File: src/rtl/core/rbd_pkg.sv
// ----------------------------------------------------------------------------
// rbd_pkg: shared definitions for the ring buffer deque
// Field widths, operation and status codes, and the command and status
// structs that pass between the controller and the datapath.
// ----------------------------------------------------------------------------
package rbd_pkg;

  // Payload field widths.
  localparam int MODE_W   = 2;
  localparam int CARD_W   = 8;
  localparam int STATUS_W = 2;
  localparam int FILL_W   = 7;

  // Requested operation carried in the mode field.
  localparam logic [MODE_W-1:0] MODE_POP_FRONT  = 2'd0;
  localparam logic [MODE_W-1:0] MODE_POP_BACK   = 2'd1;
  localparam logic [MODE_W-1:0] MODE_PUSH_FRONT = 2'd2;
  localparam logic [MODE_W-1:0] MODE_PUSH_BACK  = 2'd3;

  // Result status codes.
  localparam logic [STATUS_W-1:0] STATUS_OK    = 2'd0;
  localparam logic [STATUS_W-1:0] STATUS_EMPTY = 2'd1;
  localparam logic [STATUS_W-1:0] STATUS_FULL  = 2'd2;

  // Operation decided by the controller for the datapath.
  localparam int OP_W = 3;
  localparam logic [OP_W-1:0] OP_POP_FRONT    = 3'd0;
  localparam logic [OP_W-1:0] OP_POP_BACK     = 3'd1;
  localparam logic [OP_W-1:0] OP_PUSH_FRONT   = 3'd2;
  localparam logic [OP_W-1:0] OP_PUSH_BACK    = 3'd3;
  localparam logic [OP_W-1:0] OP_REJECT_EMPTY = 3'd4;
  localparam logic [OP_W-1:0] OP_REJECT_FULL  = 3'd5;

  // Controller to datapath.
  typedef struct packed {
    logic            exec;      // execute op on the beat just accepted
    logic [OP_W-1:0] op;
    logic            load_out;  // move the pending result into the output register
  } rbd_cmd_t;

  // Datapath to controller.
  typedef struct packed {
    logic empty;
    logic full;
  } rbd_stat_t;

endpackage

File: src/rtl/core/rbd_channels.sv
// ----------------------------------------------------------------------------
// rbd_channels: request and response channels of the ring buffer deque
// Valid/ready channels; a beat moves on a rising edge with both high.
// ----------------------------------------------------------------------------
interface rbd_req_if import rbd_pkg::*; ();
  logic              valid;
  logic              ready;
  logic [MODE_W-1:0] mode;
  logic [CARD_W-1:0] card_in;

  modport source (output valid, output mode, output card_in, input ready);
  modport sink   (input valid, input mode, input card_in, output ready);
endinterface

interface rbd_rsp_if import rbd_pkg::*; ();
  logic                valid;
  logic                ready;
  logic [CARD_W-1:0]   card_out;
  logic [STATUS_W-1:0] status;
  logic [FILL_W-1:0]   fill_count;

  modport source (output valid, output card_out, output status, output fill_count,
                  input ready);
  modport sink   (input valid, input card_out, input status, input fill_count,
                  output ready);
endinterface

File: src/rtl/core/ring_buffer_deque_top.sv
// ----------------------------------------------------------------------------
// ring_buffer_deque_top: double-ended queue in a circular store
// Request beats carry a mode (pop front, pop back, push front, push back)
// and an element for pushes; each gives exactly one response beat with the
// popped element (zero otherwise), a status (ok, empty on pop, full on
// push) and the element count after the operation. A rejected operation
// leaves the queue unchanged.
// A request accepted at a rising edge reads or writes the store and fills
// the pending result, which moves to the response register in the result
// step when that register is free; the response is valid from the cycle
// after. The store has one registered read port, so each operation has an
// access step and a result step, and no request is taken in the result step.
// The next request is accepted while an earlier response still waits in
// the output register; if the receiver stalls, the following result waits
// inside the block and the request side holds ready low until it moves.
// Reset (synchronous, active high) empties the queue: head and count go to
// zero. Store contents are not cleared; only written entries are ever read.
// fill_count carries the low 7 bits of the count.
// ----------------------------------------------------------------------------
module ring_buffer_deque_top import rbd_pkg::*; #(
  parameter int DEPTH = 64
) (
  input  logic      clk,
  input  logic      rst,
  rbd_req_if.sink   req,
  rbd_rsp_if.source rsp
);

  rbd_cmd_t  cmd;
  rbd_stat_t stat;

  rbd_ctrl u_ctrl (
    .clk       (clk),
    .rst       (rst),
    .req_valid (req.valid),
    .req_mode  (req.mode),
    .req_ready (req.ready),
    .rsp_valid (rsp.valid),
    .rsp_ready (rsp.ready),
    .stat      (stat),
    .cmd       (cmd)
  );

  rbd_datapath #(
    .DEPTH (DEPTH)
  ) u_datapath (
    .clk        (clk),
    .rst        (rst),
    .card_in    (req.card_in),
    .cmd        (cmd),
    .stat       (stat),
    .card_out   (rsp.card_out),
    .status     (rsp.status),
    .fill_count (rsp.fill_count)
  );

endmodule

File: src/rtl/core/rbd_datapath.sv
// ----------------------------------------------------------------------------
// rbd_datapath: storage, indices and result register of the deque
// Holds the circular store, the head index and the element count, carries
// out the operation chosen by the controller and keeps the result beat.
// ----------------------------------------------------------------------------
module rbd_datapath import rbd_pkg::*; #(
  parameter int DEPTH = 64
) (
  input  logic                clk,
  input  logic                rst,
  input  logic [CARD_W-1:0]   card_in,
  input  rbd_cmd_t            cmd,
  output rbd_stat_t           stat,
  output logic [CARD_W-1:0]   card_out,
  output logic [STATUS_W-1:0] status,
  output logic [FILL_W-1:0]   fill_count
);

  localparam int AW = $clog2(DEPTH);
  localparam int CW = $clog2(DEPTH + 1);
  localparam logic [AW:0]   DEPTH_EXT = (AW + 1)'(DEPTH);
  localparam logic [AW-1:0] LAST_IDX  = AW'(DEPTH - 1);
  localparam logic [CW-1:0] FULL_CNT  = CW'(DEPTH);

  logic [AW-1:0]       head;
  logic [AW-1:0]       head_next;
  logic [CW-1:0]       count;
  logic [CW-1:0]       count_next;
  logic [CARD_W-1:0]   mem [DEPTH];
  logic [CARD_W-1:0]   rd_data;
  logic [AW-1:0]       addr;
  logic                wr_en;
  logic                rd_en;
  logic [AW-1:0]       offset;
  logic [AW:0]         sum_raw;
  logic [AW-1:0]       back_idx;
  logic [AW-1:0]       head_inc;
  logic [AW-1:0]       head_dec;
  logic [STATUS_W-1:0] res_status;
  logic [CW-1:0]       res_count;
  logic                res_pop;

  // Index arithmetic: back entries sit at head plus an offset, wrapped once.
  always_comb begin
    offset   = (cmd.op == OP_POP_BACK) ? AW'(count - 1'b1) : AW'(count);
    sum_raw  = {1'b0, head} + {1'b0, offset};
    back_idx = (sum_raw >= DEPTH_EXT) ? AW'(sum_raw - DEPTH_EXT) : AW'(sum_raw);
    head_inc = (head == LAST_IDX) ? '0 : head + 1'b1;
    head_dec = (head == '0) ? LAST_IDX : head - 1'b1;
  end

  // Operation decode into store access and state update.
  always_comb begin
    head_next  = head;
    count_next = count;
    addr       = head;
    wr_en      = 1'b0;
    rd_en      = 1'b0;
    if (cmd.exec) begin
      case (cmd.op)
        OP_POP_FRONT: begin
          rd_en      = 1'b1;
          head_next  = head_inc;
          count_next = count - 1'b1;
        end
        OP_POP_BACK: begin
          rd_en      = 1'b1;
          addr       = back_idx;
          count_next = count - 1'b1;
        end
        OP_PUSH_FRONT: begin
          wr_en      = 1'b1;
          addr       = head_dec;
          head_next  = head_dec;
          count_next = count + 1'b1;
        end
        OP_PUSH_BACK: begin
          wr_en      = 1'b1;
          addr       = back_idx;
          count_next = count + 1'b1;
        end
        default: begin
        end
      endcase
    end
  end

  // Head and count.
  always_ff @(posedge clk) begin
    if (rst) begin
      head  <= '0;
      count <= '0;
    end else begin
      head  <= head_next;
      count <= count_next;
    end
  end

  // Circular store with a registered read port.
  always_ff @(posedge clk) begin
    if (wr_en) begin
      mem[addr] <= card_in;
    end
    if (rd_en) begin
      rd_data <= mem[addr];
    end
  end

  // Pending result while the store read completes.
  always_ff @(posedge clk) begin
    if (cmd.exec) begin
      res_count <= count_next;
      res_pop   <= (cmd.op == OP_POP_FRONT) || (cmd.op == OP_POP_BACK);
      case (cmd.op)
        OP_REJECT_EMPTY: res_status <= STATUS_EMPTY;
        OP_REJECT_FULL:  res_status <= STATUS_FULL;
        default:         res_status <= STATUS_OK;
      endcase
    end
  end

  // Output register of the response channel.
  always_ff @(posedge clk) begin
    if (cmd.load_out) begin
      card_out   <= res_pop ? rd_data : '0;
      status     <= res_status;
      fill_count <= FILL_W'(res_count);
    end
  end

  assign stat.empty = (count == '0);
  assign stat.full  = (count == FULL_CNT);

  // The count never leaves its range and the head stays inside the store.
  a_count_range: assert property (@(posedge clk) disable iff (rst)
    count <= FULL_CNT)
    else $error("element count beyond store depth");

  a_head_range: assert property (@(posedge clk) disable iff (rst)
    head <= LAST_IDX)
    else $error("head index beyond store depth");

  // A successful push grows the count by exactly one.
  a_push_grows: assert property (@(posedge clk) disable iff (rst)
    cmd.exec && (cmd.op == OP_PUSH_FRONT || cmd.op == OP_PUSH_BACK)
    |=> count == $past(count) + 1'b1)
    else $error("push did not grow the count by one");

endmodule

File: src/rtl/core/rbd_ctrl.sv
// ----------------------------------------------------------------------------
// rbd_ctrl: controller of the ring buffer deque
// Accepts one request beat at a time, chooses the operation from the mode
// and the empty and full flags, and hands the result to the output register.
// ----------------------------------------------------------------------------
module rbd_ctrl import rbd_pkg::*; (
  input  logic              clk,
  input  logic              rst,
  input  logic              req_valid,
  input  logic [MODE_W-1:0] req_mode,
  output logic              req_ready,
  output logic              rsp_valid,
  input  logic              rsp_ready,
  input  rbd_stat_t         stat,
  output rbd_cmd_t          cmd
);

  localparam logic S_IDLE   = 1'b0;
  localparam logic S_RESULT = 1'b1;

  logic state;
  logic state_next;
  logic rsp_valid_next;
  logic out_free;

  assign req_ready = (state == S_IDLE);
  assign out_free  = !rsp_valid || rsp_ready;

  // Operation choice: a pop needs an element, a push needs a free entry.
  always_comb begin
    cmd.exec     = req_valid && req_ready;
    cmd.load_out = (state == S_RESULT) && out_free;
    case (req_mode)
      MODE_POP_FRONT:  cmd.op = stat.empty ? OP_REJECT_EMPTY : OP_POP_FRONT;
      MODE_POP_BACK:   cmd.op = stat.empty ? OP_REJECT_EMPTY : OP_POP_BACK;
      MODE_PUSH_FRONT: cmd.op = stat.full  ? OP_REJECT_FULL  : OP_PUSH_FRONT;
      MODE_PUSH_BACK:  cmd.op = stat.full  ? OP_REJECT_FULL  : OP_PUSH_BACK;
      default:         cmd.op = OP_REJECT_EMPTY;
    endcase
  end

  // Next state and output valid.
  always_comb begin
    state_next = state;
    case (state)
      S_IDLE: begin
        if (cmd.exec) begin
          state_next = S_RESULT;
        end
      end
      S_RESULT: begin
        if (cmd.load_out) begin
          state_next = S_IDLE;
        end
      end
      default: state_next = S_IDLE;
    endcase
    if (cmd.load_out) begin
      rsp_valid_next = 1'b1;
    end else if (rsp_ready) begin
      rsp_valid_next = 1'b0;
    end else begin
      rsp_valid_next = rsp_valid;
    end
  end

  always_ff @(posedge clk) begin
    if (rst) begin
      state     <= S_IDLE;
      rsp_valid <= 1'b0;
    end else begin
      state     <= state_next;
      rsp_valid <= rsp_valid_next;
    end
  end

  // An accepted beat always leads to the result step.
  a_exec_to_result: assert property (@(posedge clk) disable iff (rst)
    cmd.exec |=> state == S_RESULT)
    else $error("accepted beat did not reach the result step");

  // A loaded result is offered on the next cycle.
  a_load_shows: assert property (@(posedge clk) disable iff (rst)
    cmd.load_out |=> rsp_valid)
    else $error("loaded result not offered");

  // A result is never loaded over one that the receiver has not taken.
  a_no_overwrite: assert property (@(posedge clk) disable iff (rst)
    cmd.load_out |-> !rsp_valid || rsp_ready)
    else $error("result register overwritten before it was taken");

endmodule

File: src/flat_wrapper.sv
// flat-port wrapper written by rule: the top's interface ports become plain ports
module ring_buffer_deque_top_flat import rbd_pkg::*;
#(
  parameter int DEPTH = 64
)
  (clk, rst, req_valid, req_mode, req_card_in, req_ready, rsp_valid, rsp_card_out, rsp_status, rsp_fill_count, rsp_ready);
  rbd_req_if req_i ();
  rbd_rsp_if rsp_i ();
  input  logic clk;
  input  logic rst;
  input wire logic [$bits(req_i.valid)-1:0] req_valid;
  input wire logic [$bits(req_i.mode)-1:0] req_mode;
  input wire logic [$bits(req_i.card_in)-1:0] req_card_in;
  output wire logic [$bits(req_i.ready)-1:0] req_ready;
  output wire logic [$bits(rsp_i.valid)-1:0] rsp_valid;
  output wire logic [$bits(rsp_i.card_out)-1:0] rsp_card_out;
  output wire logic [$bits(rsp_i.status)-1:0] rsp_status;
  output wire logic [$bits(rsp_i.fill_count)-1:0] rsp_fill_count;
  input wire logic [$bits(rsp_i.ready)-1:0] rsp_ready;
  assign req_i.valid = req_valid;
  assign req_i.mode = req_mode;
  assign req_i.card_in = req_card_in;
  assign req_ready = req_i.ready;
  assign rsp_valid = rsp_i.valid;
  assign rsp_card_out = rsp_i.card_out;
  assign rsp_status = rsp_i.status;
  assign rsp_fill_count = rsp_i.fill_count;
  assign rsp_i.ready = rsp_ready;
  ring_buffer_deque_top #(.DEPTH(DEPTH)) u_core (.clk(clk), .rst(rst), .req(req_i), .rsp(rsp_i));
endmodule
File: config.mk
export PLATFORM = sky130hd
export DESIGN_NAME = ring_buffer_deque_top_flat
export DESIGN_NICKNAME = d
export VERILOG_FILES = /design/src/rtl/core/rbd_pkg.sv /design/src/rtl/core/rbd_channels.sv /design/src/rtl/core/ring_buffer_deque_top.sv /design/src/rtl/core/rbd_datapath.sv /design/src/rtl/core/rbd_ctrl.sv /design/src/flat_wrapper.sv
export SDC_FILE = /design/constraint.sdc
export NUM_CORES = 1
export LEC_CHECK = 0
export ABC_AREA = 1
export BUFFER_PORTS_ARGS = -buffer_cell sky130_fd_sc_hd__buf_4
export CORE_AREA = 2 2 191 212
export CTS_CLUSTER_DIAMETER = 50
export CTS_CLUSTER_SIZE = 10
export DETAILED_ROUTE_END_ITERATION = 8
export DIE_AREA = 0 0 193 214
export MAX_ROUTING_LAYER = met4
export PLACE_DENSITY = 0.81
export SYNTH_ARGS = -nofsm -noshare
export SYNTH_HDL_FRONTEND = slang
export SYNTH_SLANG_ARGS = --single-unit
File: constraint.sdc
create_clock -name clk -period 8 [get_ports clk]
set_clock_uncertainty 0.15 [all_clocks]
set_input_delay 1.6 -clock clk [delete_from_list [all_inputs] [get_ports clk]]
set_output_delay 1.6 -clock clk [all_outputs]
set_load 0.1 [all_outputs]
==> metrics, run 1 <==
outcome=completed; Final #Nets=2510; CTS tree=yes; total chip power=7.22 mW; Gate power share=0.170; Vias=18000; cts hold-fix bufs=0; CTS buffer count=67; DP HPWL=33900 µm; Max H-tree Level=3; commonest register cell after synthesis=edfxtp_1; PostCTS Resize Cnt=0; Commonest cells post-synth=1248 x nand2_1, 547 x edfxtp_1, 260 x nand3_1; # IOs=33; Post-synth EDFFs=547; Tightest Hold Check Type=flip-flop to flip-flop; cell area after synthesis=0.0251 mm²; sequential power share=0.458; Synth Net Count=2517; Root Buffer=clkbuf_16; kind of end point of the critical path=flip-flop; I/O Buffers=32; die footprint=0.0413 mm²; Max clock buf depth=3; unrepaired setup endpoints after global routing=false; pins over their slew limit=0; endpoints failing hold=0; core area=0.0390 mm²; Setup TNS=0 ps; Sw Pwr=2.01 mW; Remaining DRCs=0; fillcell total=2690; post-synth top area share=0.654; Rel. slew slack=0.253; top-count cell post-synth=nand2_1; final worst path period share=0.753; Setup CP Type=input port to flip-flop; Post-Place Cells=2923; sequential standard cell area=0.0167 mm²; Vias per Instance=5.98; Synth cell types=42; Fmax achieved=166 MHz; non-filler cells in the finished layout=3012; top fanout value on the critical path=226; final WL=60500 µm; wire per inst=20.1 µm; Clock Power Share=0.372; n_diodes=0; Die X=193 µm; Tmin final=6030 ps; Final setup viols=0; crit path DAT=6080 ps; clk_lat worst skew=570 ps; CP dominant cell by count=nor2_1; Setup Fix Bufs, Post-CTS=0; max cap viols=0; Cell Pwr Density=264 mW/mm²; initial antenna violation count=0; pin count of the biggest net entering global routing=227; multi-input logic area=0.00742 mm²; die height=214 µm; clk sinks=562; area leader, netlist=edfxtp_1; Area contributors post-synth=edfxtp_1 65%, nand2_1 19%, nand3_1 5.2%, nor2_1 1.6%, buf_2 1.2%; share of cells above drive strength 1=0.0711; crit path launch type=input port; Reg clk slew, reported paths=50 ps; Seq cells post-synth=562; grt total ovfl=0; First-pass DRT Iterations=7; Max VDD drop=0.185 mV; sw frac=0.279; worst slew pin tran=1120 ps; First DRT Iteration DRCs=2321; vias in the first global route=17400; worst-path cell chain=buf_4, nor2_1, nand3_4, nand2_2, nor2_2, xor2_1, ha_1, inv_1, nor2_1, nor2_1, nand2_8, nand2_8, buf_12, nand4_2, nor2_1; Mean Syn Cell Area=10.1 µm²; Int Pwr=5.21 mW; CP max stage delay=780 ps; Req. time, crit path=8060 ps; fraction of registers with async set/reset=0; Yosys Warn Count=0; Cells after Synth=2492; leakage power=11.3 nW; Worst path slowest cell=nor2_1; Starting Density=0.645; Seq/Total Area, Yosys=0.666; ANT nets after route=0; GRT Util Overall=0.308; GP Congestion=0.993; Area growth syn-to-layout=8.68%; first-pass GRT wire length=94800 µm; site row count=76
-- through the flow --
step | cell area, µm² | hold slack (ps) | setup WS, ps | utilization
finish | 27300 | 267 | 1970 | 0.700
global route | 27300 | 280 | 1790 | 0.700
CTS | 27300 | 269 | 2060 | 0.700
detailed placement | 25400 | 255 | 1440 | 0.652
floorplan | 25100 | 250 | 3000 | -
global placement | 25400 | 253 | 1520 | 0.652
-- per-layer routing --
metal | vias to the layer above | share of wire | wire length (µm) | global-route usage
met5 | - | 0 | 0 | -
met4 | 0 | 0.034 | 2070 | 0.125
met3 | 156 | 0.11 | 6520 | 0.0562
met2 | 1116 | 0.48 | 29000 | 0.470
met1 | 8485 | 0.38 | 22900 | 0.411
li1 | 8261 | - | - | -
-- critical path: cells and delay by family --
| family | cells | cell delay (ps) |
|---|---|---|
| adders and majority gates | 1 | 280 |
| xor gates and xnor gates | 1 | 150 |
| buffers and inverters | 3 | 920 |
| and+or+nand+nor | 10 | 3000 |
-- cell usage in the layout (no fill, tap or decap), drive strengths merged, types with 9 or more instances in the layout --
cell type	instances
a21oi	16
edfxtp	547
ha	10
nand2	1257
clkbuf	84
nor2	116
dfxtp	15
inv	62
a211oi	10
nand4	12
nor3	9
buf	53
xor2	9
nand3	264
o21ai	18
-- flip-flops by register name (all words and copies together), names as in the netlist --
| name | cells |
|---|---|
| u_core.u_datapath.card_out | 8 |
| u_core.u_datapath.fill_count | 7 |
| u_core.u_datapath.res_pop | 1 |
| u_core.u_datapath.head | 6 |
| u_core.u_datapath.rd_data | 8 |
| u_core.u_datapath.status | 2 |
| u_core.u_ctrl.state | 1 |
| u_core.u_datapath.res_count | 7 |
| u_core.u_datapath.res_status | 2 |
| u_core.u_datapath.count | 7 |
| u_core.u_ctrl.rsp_valid | 1 |
| u_core.u_datapath.mem | 512 |
-- power by group through the flow --
stage | Sequential (mW) | Clock (mW) | Combinational [mW]
after detailed placement | 3.36 | 0 | 1.20
after floorplan | 3.40 | 0 | 0.869
after CTS | 3.31 | 2.70 | 1.21
after global routing | 3.31 | 2.82 | 1.36
final | 3.31 | 2.69 | 1.23
after global placement | 3.36 | 0 | 1.17
-- area by class of cell --
class / instances / area share
Timing Repair Buffer: 53 / 0.0150
Inverter: 62 / 0.00861
Clock inverter: 5 / 0.00202
Multi-Input combinational cell: 1739 / 0.272
Tap cell: 507 / 0.0232
Clock buffer: 84 / 0.0668
Sequential cell: 562 / 0.612
-- cell families (layout without fill, tap and decap cells) --
kind of cell	count (synthesis)	after routing	share of synthesized area
compound gates	53	53	0.0136
xor+xnor	12	12	0.00418
buf+inv	191	204	0.0408
flops	562	562	0.666
simple gates	1663	1663	0.270
fa+ha+maj	11	11	0.00578
-- worst paths after layout --
kind | slack [ps] | cells after the start | end | start
worst max register to register | 2280 | 17 | u_core.u_datapath.mem[48][2] | u_core.u_datapath.count[0]
worst min-delay path | 270 | 0 | u_core.u_datapath.status[1] | u_core.u_datapath.res_status[1]
worst min register to register | 270 | 0 | u_core.u_datapath.status[1] | u_core.u_datapath.res_status[1]
worst max-delay path | 1970 | 15 | u_core.u_datapath.mem[48][2] | req_mode[1]
Power figures use the tool's default switching activity.
==> run 2, diff against run 1 <==
CORE_AREA = 2 2 204 226   (was 2 2 191 212)
DIE_AREA = 0 0 206 228   (was 0 0 193 214)
PLACE_DENSITY = 0.75   (was 0.81)
clock period = 5.1 ns   (was 8 ns; I/O delays follow)
==> run 2 against run 1 <==
  * Critical path depth increased by 4
  * Routed wire length increased by 6.2%
  * Power increased by 58%
  * Sequential power increased by 57%
  * Critical path type is now flip-flop to flip-flop
==> metrics, run 2 (synthesis gave the netlist of run 1 again) <==
grt total ovfl=0 (unchanged); Clock Power Share=0.368 (-0.004); wire per inst=20.3 µm (+0.87%); I/O Buffers=32 (unchanged); non-filler cells in the finished layout=3172 (+5.3%); R2R cell count=19 (+2); leakage power=11.7 nW (+4.2%); fin area=0.0281 mm² (+2.9%); Final setup viols=0 (unchanged); Reg2Reg Setup Slack=600 ps (-1680 ps); ANT nets after route=0 (unchanged); endpoints failing hold=0 (unchanged); crit path launch type=flip-flop; Worst path slowest cell=dfxtp_1; PostCTS Resize Cnt=0 (unchanged); Post-Place Cells=3088 (+5.6%); First DRT Iteration DRCs=2008 (-13%); GP Congestion=0.937 (-5.7%); Remaining DRCs=0 (unchanged); die footprint=0.0470 mm² (+14%); max cap viols=0 (unchanged); initial antenna violation count=0 (unchanged); R2R Path End=u_core.u_datapath.mem[40][5]; Int Pwr=8.15 mW (+56%); Post-DP Area=0.0262 mm² (+3.2%); worst slew pin tran=965 ps (-156 ps); cts hold-fix bufs=0 (unchanged); kind of end point of the critical path=flip-flop; DP HPWL=37700 µm (+11%); die height=228 µm (+6.5%); Root Buffer=clkbuf_16; Max clock buf depth=3 (unchanged); Max H-tree Level=3 (unchanged); core area=0.0449 mm² (+15%); sequential power share=0.455 (-0.003); max FFs per register=512 (unchanged); # IOs=33 (unchanged); post-place setup slack=279 ps (-1160 ps); fillcell total=3503 (+30%); First-pass DRT Iterations=6 (-1); Rel. slew slack=0.357 (+0.104); pins over their slew limit=0 (unchanged); Sw Pwr=3.25 mW (+61%); commonest non-fill, non-tap cell in the layout=nand2_1; CP max stage delay=440 ps (-340 ps); Starting Density=0.559 (-0.0853); Max VDD drop=0.281 mV (+52%); final worst path period share=0.883; multi-input logic area=0.00742 mm² (unchanged); Reg clk slew, reported paths=50 ps (about the same); outcome=completed; sequential standard cell area=0.0167 mm² (unchanged); largest registers=u_core.u_datapath.mem: 512 flops, u_core.u_datapath.card_out: 8 flops, u_core.u_datapath.rd_data: 8 flops; Req. time, crit path=5250 ps (-2810 ps); final WL=64300 µm (+6.2%); site row count=82 (+7.9%); first-pass GRT wire length=99300 µm (+4.8%); sw frac=0.285 (+0.00644); Setup Fix Bufs, Post-CTS=0 (unchanged); share of cells above drive strength 1=0.103 (+0.0319); final core utilization=0.625 (-0.0752); CP dominant cell by count=buf_4; Setup CP Type=flip-flop to flip-flop; crit path DAT=4650 ps (-1430 ps); Biggest register=u_core.u_datapath.mem; Crit. Startpoint=u_core.u_datapath.count[0]; n_diodes=0 (unchanged); clk sinks=562 (unchanged); Fmax achieved=222 MHz; GRT Util Overall=0.286 (-0.0214); CTS buffer count=69 (+3.0%); unrepaired setup endpoints after global routing=false; Vias per Instance=5.67 (-5.3%); Worst Slack Setup Final=596 ps (-1380 ps); Tmin final=4500 ps; Vias=18000 (-0.27%); Gate power share=0.177 (+0.007); Tightest Hold Check Type=flip-flop to flip-flop; Die X=206 µm (+6.7%); worst-path cell chain=inv_1, ha_1, nand2_2, nor2_8, nand3_4, nand2_2, nor2_2, xor2_1, ha_1, fa_1, or2_2, a31oi_1, a21oi_4, inv_2, buf_4, nand4_2, buf_4, nor2_1, buf_4; top fanout value on the critical path=17 (-92%); Area growth syn-to-layout=11.8%; Cell Pwr Density=406 mW/mm² (+53%); pin count of the biggest net entering global routing=128 (-44%); Setup TNS=0 ps (unchanged); worst reg2reg startpoint=u_core.u_datapath.count[0]; CTS tree=yes; most frequent cells in the layout=1248 x nand2_1, 547 x edfxtp_1, 260 x nand3_1, 129 x buf_4, 110 x nor2_1; clk_lat worst skew=590 ps (+20 ps); Final #Nets=2596 (+3.4%); crit path capture=u_core.u_datapath.mem[40][5]; vias in the first global route=17700 (+2.0%)
-- run 2: stage by stage --
step,power [mW],hold WS (ps)
floorplan,6.70,250
global placement,7.24,252
detailed placement,7.26,256
CTS,11.4,269
global route,11.8,273
finish,11.4,267
-- run 2: cell type report --
cell class,count,share of cell area
sequential,562,0.595
timing repair buffer,137,0.0402
clock buffer,74,0.0636
multi-input combinational,1739,0.264
clock inverter,10,0.00227
inverter,62,0.00837
tap,588,0.0262
-- run 2: worst min-delay path by stage --
stage                                    startpoint                         endpoint  slack (ps)  cells after the start
global placement     u_core.u_datapath.res_count[0]  u_core.u_datapath.fill_count[0]         250                      0
floorplan            u_core.u_datapath.res_count[0]  u_core.u_datapath.fill_count[0]         250                      0
detailed placement   u_core.u_datapath.res_count[0]  u_core.u_datapath.fill_count[0]         260                      0
CTS                 u_core.u_datapath.res_status[0]      u_core.u_datapath.status[0]         270                      0
finish               u_core.u_datapath.res_count[0]  u_core.u_datapath.fill_count[0]         270                      0
global route         u_core.u_datapath.res_count[1]  u_core.u_datapath.fill_count[1]         270                      0
-- run 2: power by group through the flow --
stage	clock network, mW	registers [mW]	logic [mW]
final	4.19	5.19	2.01
after global routing	4.43	5.19	2.22
after CTS	4.24	5.19	2.00
after detailed placement	0	5.28	1.98
after global placement	0	5.28	1.96
after floorplan	0	5.34	1.36
-- run 2: worst max-delay path, delay by kind of cell (launching register included) --
kind | cells | cell delay, ps
xor+xnor | 1 | 120
flops | 1 | 440
simple gates | 8 | 1150
buf+inv | 5 | 910
fa+ha+maj | 3 | 920
compound gates | 2 | 500
-- run 2: routing by layer --
metal | global-route usage | vias up | part of all wire
met2 | 0.453 | 833 | 0.49
met1 | 0.376 | 8573 | 0.40
met5 | - | - | 0
met4 | 0.101 | 0 | 0.028
li1 | - | 8428 | -
met3 | 0.0480 | 136 | 0.085
